`src/jfif_color_space_converter_assert.svh`:
```
// Assertion macros used by the color space converter RTL.
`ifndef JFIF_COLOR_SPACE_CONVERTER_ASSERT_SVH
`define JFIF_COLOR_SPACE_CONVERTER_ASSERT_SVH

`ifndef ASSERT_OFF
// Checks a property on every rising clock edge outside of reset.
`define JCSC_ASSERT(label, prop) \
   label: assert property (@(posedge clock) disable iff (reset) prop) \
      else $error("jfif_color_space_converter: assertion failed");
// Checks that an antecedent is followed by a consequent in the next cycle.
`define JCSC_ASSERT_NEXT(label, ante, cons) \
   label: assert property (@(posedge clock) disable iff (reset) (ante) |=> (cons)) \
      else $error("jfif_color_space_converter: assertion failed");
`else
`define JCSC_ASSERT(label, prop)
`define JCSC_ASSERT_NEXT(label, ante, cons)
`endif

`endif

```
`src/jcsc_pkg.sv`:
```
// Types, fixed-point widths and coefficient tables of the JFIF color space converter.
package jcsc_pkg;

   typedef enum logic {
      MODE_RGB_TO_YCC = 1'b0,
      MODE_YCC_TO_RGB = 1'b1
   } mode_type;

   localparam int CoefFracBits = 16;

   localparam int CompW  = 9;
   localparam int OpW    = CompW + 1;
   localparam int CoefW  = CoefFracBits + 3;
   localparam int ProdW  = OpW + CoefW;
   localparam int SumW   = ProdW + 2;
   localparam int QuotW  = SumW - CoefFracBits;
   localparam int BiasW  = QuotW + 1;
   localparam int DataW  = ((3 * CompW + 7) / 8) * 8;

   localparam int LevelShift = 128;
   localparam int FwdLo      = -256;
   localparam int InvLo      = 0;
   localparam int CompHi     = 255;

   localparam longint Scale = longint'(1) << CoefFracBits;
   localparam longint Half  = longint'(1) << (CoefFracBits - 1);

   typedef logic signed [CompW-1:0] comp_type;
   typedef logic signed [OpW-1:0]   op_type;
   typedef logic signed [CoefW-1:0] coef_type;
   typedef logic signed [ProdW-1:0] prod_type;
   typedef logic signed [SumW-1:0]  sum_type;

   // Coefficient magnitudes rounded to nearest, halves up; sign applied after.
   localparam longint KYR  = (299 * Scale + 500) / 1000;
   localparam longint KYG  = (587 * Scale + 500) / 1000;
   localparam longint KYB  = (114 * Scale + 500) / 1000;
   localparam longint KCbR = (1687 * Scale + 5000) / 10000;
   localparam longint KCbG = (3313 * Scale + 5000) / 10000;
   localparam longint KHalf = (5 * Scale + 5) / 10;
   localparam longint KCrG = (4187 * Scale + 5000) / 10000;
   localparam longint KCrB = (813 * Scale + 5000) / 10000;
   localparam longint KOne = Scale;
   localparam longint KRCr = (1402 * Scale + 500) / 1000;
   localparam longint KGCb = (34414 * Scale + 50000) / 100000;
   localparam longint KGCr = (71414 * Scale + 50000) / 100000;
   localparam longint KBCb = (1772 * Scale + 500) / 1000;

   localparam coef_type FwdCoef [3][3] = '{
      '{ coef_type'(KYR),   coef_type'(KYG),   coef_type'(KYB)   },
      '{ coef_type'(-KCbR), coef_type'(-KCbG), coef_type'(KHalf) },
      '{ coef_type'(KHalf), coef_type'(-KCrG), coef_type'(-KCrB) }
   };

   localparam coef_type InvCoef [3][3] = '{
      '{ coef_type'(KOne), coef_type'(0),     coef_type'(KRCr)  },
      '{ coef_type'(KOne), coef_type'(-KGCb), coef_type'(-KGCr) },
      '{ coef_type'(KOne), coef_type'(KBCb),  coef_type'(0)     }
   };

endpackage

```
`src/jfif_color_space_converter.sv`:
```
// Top level of the JFIF color space converter: a four-stage matrix multiply pipeline.
//
// Converts one pixel per request between RGB and JFIF level-shifted YCbCr.
// The request's tuser bit selects the direction: RGB to YCbCr subtracts 128
// from each component and applies the JFIF matrix without clamping (only
// saturation to the 9-bit signed range); YCbCr to RGB applies the inverse
// matrix, adds 128 and clamps to 0..255. Coefficients carry 16 fraction bits
// and each output is rounded by adding one half and truncating toward zero,
// so results can differ by one from a floating-point conversion near a
// rounding boundary. The block accepts one request every clock cycle
// while the request side is not stalled. One stage registers the
// operands, one forms the nine products, one adds them with the rounding
// half, and one rounds, biases and clamps into the output register. Each
// stage has its own valid bit and advances whenever the stage after it can
// take its contents, so back pressure on the result side fills empty stages
// before it stalls the request side. There is no state between pixels;
// reset only clears the valid bits.
module jfif_color_space_converter (
   input  logic                      clock,
   input  logic                      reset,
   input  logic                      req_tvalid,
   output logic                      req_tready,
   // Bits from low to high: comp_a [8:0], comp_b [17:9], comp_c [26:18], zero fill.
   input  logic [jcsc_pkg::DataW-1:0] req_tdata,
   // Bit 0: mode (0 = RGB to YCbCr, 1 = YCbCr to RGB).
   input  logic                      req_tuser,
   output logic                      rsp_tvalid,
   input  logic                      rsp_tready,
   // Bits from low to high: out_a [8:0], out_b [17:9], out_c [26:18], zero fill.
   output logic [jcsc_pkg::DataW-1:0] rsp_tdata
);
   import jcsc_pkg::*;

`include "jfif_color_space_converter_assert.svh"

   // Valid bits, one per stage, and the per-stage advance conditions.
   logic v1_ff, v2_ff, v3_ff, v4_ff;
   logic rdy1, rdy2, rdy3, rdy4;

   // Stage 1: signed operands and direction.
   mode_type s1_mode_ff;
   op_type   s1_op_ff [3];
   op_type   s1_op_in [3];
   comp_type req_comp [3];

   // Stage 2: the nine products.
   mode_type s2_mode_ff;
   prod_type s2_prod_ff [3][3];
   prod_type s2_prod_in [3][3];

   // Stage 3: row sums including the rounding half.
   mode_type s3_mode_ff;
   sum_type  s3_sum_ff [3];
   sum_type  s3_sum_in [3];

   // Stage 4: output register.
   logic [3*CompW-1:0] rsp_ff;
   logic [3*CompW-1:0] rsp_in;

   // A stage takes new contents when it is empty or its contents move on.
   assign rdy4       = !v4_ff || rsp_tready;
   assign rdy3       = !v3_ff || rdy4;
   assign rdy2       = !v2_ff || rdy3;
   assign rdy1       = !v1_ff || rdy2;
   assign req_tready = rdy1;

   always_ff @(posedge clock) begin
      if (reset) begin
         v1_ff <= 1'b0;
         v2_ff <= 1'b0;
         v3_ff <= 1'b0;
         v4_ff <= 1'b0;
      end else begin
         if (rdy1) v1_ff <= req_tvalid;
         if (rdy2) v2_ff <= v1_ff;
         if (rdy3) v3_ff <= v2_ff;
         if (rdy4) v4_ff <= v3_ff;
      end
   end

   // Forward conversion works on level-shifted components; the inverse takes them as they are.
   always_comb begin
      for (int j = 0; j < 3; j++) begin
         req_comp[j] = comp_type'(req_tdata[j*CompW +: CompW]);
         if (mode_type'(req_tuser) == MODE_RGB_TO_YCC) begin
            s1_op_in[j] = op_type'(req_comp[j]) - op_type'(LevelShift);
         end else begin
            s1_op_in[j] = op_type'(req_comp[j]);
         end
      end
   end

   always_ff @(posedge clock) begin
      if (rdy1 && req_tvalid) begin
         s1_mode_ff <= mode_type'(req_tuser);
         for (int j = 0; j < 3; j++) begin
            s1_op_ff[j] <= s1_op_in[j];
         end
      end
   end

   // Each product multiplies an operand by a constant picked by the direction.
   always_comb begin
      for (int i = 0; i < 3; i++) begin
         for (int j = 0; j < 3; j++) begin
            if (s1_mode_ff == MODE_YCC_TO_RGB) begin
               s2_prod_in[i][j] = prod_type'(InvCoef[i][j]) * prod_type'(s1_op_ff[j]);
            end else begin
               s2_prod_in[i][j] = prod_type'(FwdCoef[i][j]) * prod_type'(s1_op_ff[j]);
            end
         end
      end
   end

   always_ff @(posedge clock) begin
      if (rdy2 && v1_ff) begin
         s2_mode_ff <= s1_mode_ff;
         s2_prod_ff <= s2_prod_in;
      end
   end

   always_comb begin
      for (int i = 0; i < 3; i++) begin
         s3_sum_in[i] = sum_type'(s2_prod_ff[i][0]) + sum_type'(s2_prod_ff[i][1])
                      + sum_type'(s2_prod_ff[i][2]) + sum_type'(Half);
      end
   end

   always_ff @(posedge clock) begin
      if (rdy3 && v2_ff) begin
         s3_mode_ff <= s2_mode_ff;
         s3_sum_ff  <= s3_sum_in;
      end
   end

   // Truncation toward zero: a negative sum gets one less than the divisor added first.
   always_comb begin
      sum_type                  adj;
      logic signed [QuotW-1:0]  quot;
      logic signed [BiasW-1:0]  biased;
      logic signed [BiasW-1:0]  lo;
      logic signed [BiasW-1:0]  hi;
      rsp_in = '0;
      for (int i = 0; i < 3; i++) begin
         adj  = s3_sum_ff[i] + (s3_sum_ff[i][SumW-1] ? sum_type'(Scale - 1) : sum_type'(0));
         quot = adj[SumW-1:CoefFracBits];
         hi   = BiasW'(CompHi);
         if (s3_mode_ff == MODE_YCC_TO_RGB) begin
            biased = BiasW'(quot) + BiasW'(LevelShift);
            lo     = BiasW'(InvLo);
         end else begin
            biased = BiasW'(quot);
            lo     = BiasW'(FwdLo);
         end
         if (biased < lo) begin
            biased = lo;
         end else if (biased > hi) begin
            biased = hi;
         end
         rsp_in[i*CompW +: CompW] = biased[CompW-1:0];
      end
   end

   always_ff @(posedge clock) begin
      if (rdy4 && v3_ff) begin
         rsp_ff <= rsp_in;
      end
   end

   assign rsp_tvalid = v4_ff;
   assign rsp_tdata  = {{(DataW - 3*CompW){1'b0}}, rsp_ff};

   // A stalled sum stage keeps its item unchanged.
   `JCSC_ASSERT_NEXT(a_sum_stage_holds, v3_ff && !rdy3, v3_ff && $stable(s3_sum_ff[0]) && $stable(s3_sum_ff[1]) && $stable(s3_sum_ff[2]))
   // An empty first stage always takes a request.
   `JCSC_ASSERT(a_empty_accepts, !v1_ff |-> req_tready)
   // Inverse results land inside 0..255.
   `JCSC_ASSERT_NEXT(a_inverse_clamped, v3_ff && rdy4 && s3_mode_ff == MODE_YCC_TO_RGB, !rsp_tdata[CompW-1] && !rsp_tdata[2*CompW-1] && !rsp_tdata[3*CompW-1])
   // A result only appears when the sum stage held an item the cycle before.
   `JCSC_ASSERT(a_result_has_source, $rose(rsp_tvalid) |-> $past(v3_ff))

endmodule
```
`config.mk`:
```
export PLATFORM = sky130hd
export DESIGN_NAME = jfif_color_space_converter
export DESIGN_NICKNAME = d
export VERILOG_FILES = /design/src/jcsc_pkg.sv /design/src/jfif_color_space_converter.sv
export VERILOG_INCLUDE_DIRS = /design/src /design/src/src
export SDC_FILE = /design/constraint.sdc
export NUM_CORES = 2
export LEC_CHECK = 0
export BUFFER_PORTS_ARGS = -buffer_cell sky130_fd_sc_hd__buf_2
export CORE_ASPECT_RATIO = 0.5
export CORE_MARGIN = 8
export CORE_UTILIZATION = 40
export CTS_CLUSTER_DIAMETER = 120
export DETAILED_ROUTE_END_ITERATION = 8
export PLACE_DENSITY = 0.66
export SLEW_MARGIN = 20
export SYNTH_ARGS = -nofsm -noshare
export SYNTH_HDL_FRONTEND = slang
export SYNTH_SLANG_ARGS = --single-unit
```
`constraint.sdc`:
```
create_clock -name clock -period 13.69 [get_ports clock]
set_input_delay 1.369 -clock clock [delete_from_list [all_inputs] [get_ports clock]]
set_output_delay 1.369 -clock clock [all_outputs]
set_load 0.005 [all_outputs]
```
==> out/metrics.csv <==
metric,value,unit
outcome,"finished, final reports clean",
worst-case headroom to the max-slew limit,13.6,%
final-stage net count,6141,
Min-Delay Path Class,reg2reg,
hpwl dp,106,mm
most frequent cells in the layout,"sky130_fd_sc_hd__ha_1, sky130_fd_sc_hd__inv_1, sky130_fd_sc_hd__fa_1, sky130_fd_sc_hd__edfxtp_1, sky130_fd_sc_hd__nor2_1",
DRC violation count after routing,0,
GRT Overall Usage,19.0,%
count of cells along the worst register-to-register path,21,
transition time at the pin with the least slew margin,1.28,ns
height of the die,261,um
core outline area,118000,um^2
Total Negative Setup Slacks,0,ns
final clock period utilization by the worst path,54.1,%
setup slack after placement,6.33,ns
unrepaired setup endpoints after global routing,no,
cell count after placement,6239,
Post-CTS Hold Fix Bufs,0,
post-synthesis cell area,48000,um^2
via count of the first global-routing pass,34100,
required time of the critical path,14.03,ns
unique cell type count in the Yosys netlist,92,
max-cap violation count,0,
Yosys warning count,0,
clock tree root driver cell,sky130_fd_sc_hd__clkbuf_16,
average cell area after synthesis,10.4,um^2
portion of the post-synthesis area used by sequential elements,22.6,%
global-route met2 utilization,30.0,%
maximum number of pins on one net before global-route repair,131,
area enclosed by the die boundary,132000,um^2
achievable clock frequency,135,MHz
Yosys top cell by area,sky130_fd_sc_hd__ha_1,
total of endpoints with negative setup slack in the final report,0,
Iteration-0 DRC Markers,2626,
final cell count without fillers,6317,
clock buffers created by TritonCTS,41,
category of the critical setup timing path,reg2reg,
global routing usage on met1,26.9,%
Cell Rows,89,
"Area growth, synth to finish",7.65,%
synthesis-stage register bit count,363,
"Arr. time, crit path",7.75,ns
layout cell share with drive strength beyond 1,4.66,%
critical register-to-register path startpoint,s1_op_ff[0][11],
Num Clock Sinks,363,
total wire length,126,mm
number of nets with antenna violations after detailed routing,0,
HP Start,s2_prod_ff[32],
routed wire length per instance,20.0,um
fraction of synthesis flops using an asynchronous set or reset pin,0,%
maximum buffer depth of the clock tree,3,
clock-pin slew on the worst setup and hold paths,0.07,ns
source-to-sink clock delay at the later pin of the worst-skew pair,0.60,ns
initial core utilization,40.5,%
number of buffers added for setup after CTS,0,
met3 layer usage reported by global route,3.46,%
fraction of synthesized cell area taken by the top area cell type,23.4,%
count of flip-flops with a built-in enable after synthesis,359,
reg-to-reg setup timing slack,6.29,ns
number of I/O port buffers,60,
number of fill cells in the layout,11100,
most frequently used flop master after synthesis,sky130_fd_sc_hd__edfxtp_1,
die outline width,506,um
cell count after synthesis,4613,
Synth area leaders,"sky130_fd_sc_hd__ha_1, sky130_fd_sc_hd__edfxtp_1, sky130_fd_sc_hd__fa_1",
worst hold stages,0,
Routability Congestion,0.959,
overflow left after global routing,0,
CTS tree,yes,
total number of vias,33700,
worst setup skew after layout,0.0256,ns
level count of the clock H-tree,2,
Hold Path Sink,s3_sum_ff[3],
1st-pass router iterations,8,
shortest clock period the worst path allows after layout,7.40,ns
critical path capture point type,flop,
Boundary Pins,71,
hold violation count in the final report,0,
fin worst setup slack,6.29,ns
via density per instance,5.33,
critical path peak fanout,12,
global-route wire length before repair,197,mm
busiest metal layer after global routing,met2,
Worst Setup Start Kind,flop,
final core area utilization,43.6,%
total count of max-transition violations in the final report,0,
"leading cell type in the layout, fill and taps excluded",sky130_fd_sc_hd__ha_1,
end of the worst register-to-register path,s2_prod_ff[143],
initial antenna violation count,8,
number of cells upsized or downsized after cts,0,
worst max path at each step:
stage | slack (ns) | to | start | cells past startpoint
after floorplan | 2.01 | s2_mode_ff | rsp_tready | 3
after global placement | 6.33 | s2_prod_ff[143] | s1_op_ff[0][11] | 21
after detailed placement | 6.33 | s2_prod_ff[143] | s1_op_ff[0][11] | 21
after CTS | 6.32 | s2_prod_ff[143] | s1_op_ff[0][11] | 21
after global routing | 5.96 | s2_prod_ff[143] | s1_op_ff[0][11] | 21
final | 6.29 | s2_prod_ff[143] | s1_op_ff[0][11] | 21
worst max-delay path, cell delays in order, from the launching register on:
cell and delay [ns]:
sky130_fd_sc_hd__edfxtp_1 0.75, sky130_fd_sc_hd__fa_1 0.84, sky130_fd_sc_hd__inv_1 0.22, sky130_fd_sc_hd__fa_1 0.68, sky130_fd_sc_hd__inv_1 0.16, sky130_fd_sc_hd__fa_1 0.52
sky130_fd_sc_hd__inv_1 0.05, sky130_fd_sc_hd__fa_1 0.48, sky130_fd_sc_hd__fa_1 0.54, sky130_fd_sc_hd__inv_1 0.05, sky130_fd_sc_hd__ha_1 0.36, sky130_fd_sc_hd__nand3_1 0.09
sky130_fd_sc_hd__a2111oi_0 0.75, sky130_fd_sc_hd__nor2_1 0.13, sky130_fd_sc_hd__a21oi_1 0.40, sky130_fd_sc_hd__and3_1 0.24, sky130_fd_sc_hd__o31a_1 0.20, sky130_fd_sc_hd__o31a_1 0.17
sky130_fd_sc_hd__o22ai_1 0.10, sky130_fd_sc_hd__xnor2_1 0.15, sky130_fd_sc_hd__a21oi_1 0.10, sky130_fd_sc_hd__xnor2_1 0.16
synth_stat cells, drive strengths merged (35+ instances only):
library cell  count
fa              516
a21oi           241
o21ai           172
xor2            105
edfxtp          359
nor2b            51
clkbuf           35
nand2           160
a21o             82
xnor2           195
nor2            248
inv             854
nor3             79
nand3            57
ha              896
o21bai           41
flip-flops by register name, indices dropped and copies added, names as in the netlist:
| register | flops |
|---|---|
| s3_mode_ff | 1 |
| rsp_ff | 27 |
| rsp_tvalid | 1 |
| s1_mode_ff | 1 |
| s3_sum_ff | 91 |
| v2_ff | 1 |
| s2_prod_ff | 208 |
| s2_mode_ff | 1 |
| s1_op_ff | 30 |
| v3_ff | 1 |
| v1_ff | 1 |
final cells by class:
type / instances / area [um^2] / share of cell area, %
Multi-Input combinational cell: 3352 / 33700 / 65.3
Sequential cell: 363 / 10900 / 21.0
Inverter: 854 / 3210 / 6.21
Tap cell: 1592 / 1990 / 3.86
Clock buffer: 45 / 1060 / 2.06
Timing Repair Buffer: 80 / 493 / 0.955
Clock inverter: 29 / 293 / 0.567
Antenna cell: 2 / 5.00 / 0.00969
logic make-up after synthesis:
logic type                 after synthesis  share of synthesized area, %
other                                    1                       0.00782
xor gates and xnor gates               301                          5.56
adders and majority gates             1413                          44.9
AOI/OAI and AO/OA                      786                          10.7
and+or+nand+nor                        822                          8.43
buffers and inverters                  902                          7.16
muxes                                   25                         0.556
DFF                                    363                          22.6
per-layer routing:
metal | wire, um | up-vias
met1 | 57100 | 16600
met5 | 22 | -
met3 | 10700 | 167
met2 | 54900 | 948
li1 | - | 15900
met4 | 3300 | 4
per-stage QoR:
step | instance area [um^2] | hold slack, ns
after floorplan | 48000 | 0.400
after global placement | 50200 | 0.403
after detailed placement | 50200 | 0.405
after CTS | 51600 | 0.420
after global routing | 51600 | 0.426
final | 51600 | 0.418
Power is left out: the tool's default activity adds up to more than one toggle a clock period on the data nets, which glitch-free logic cannot reach.
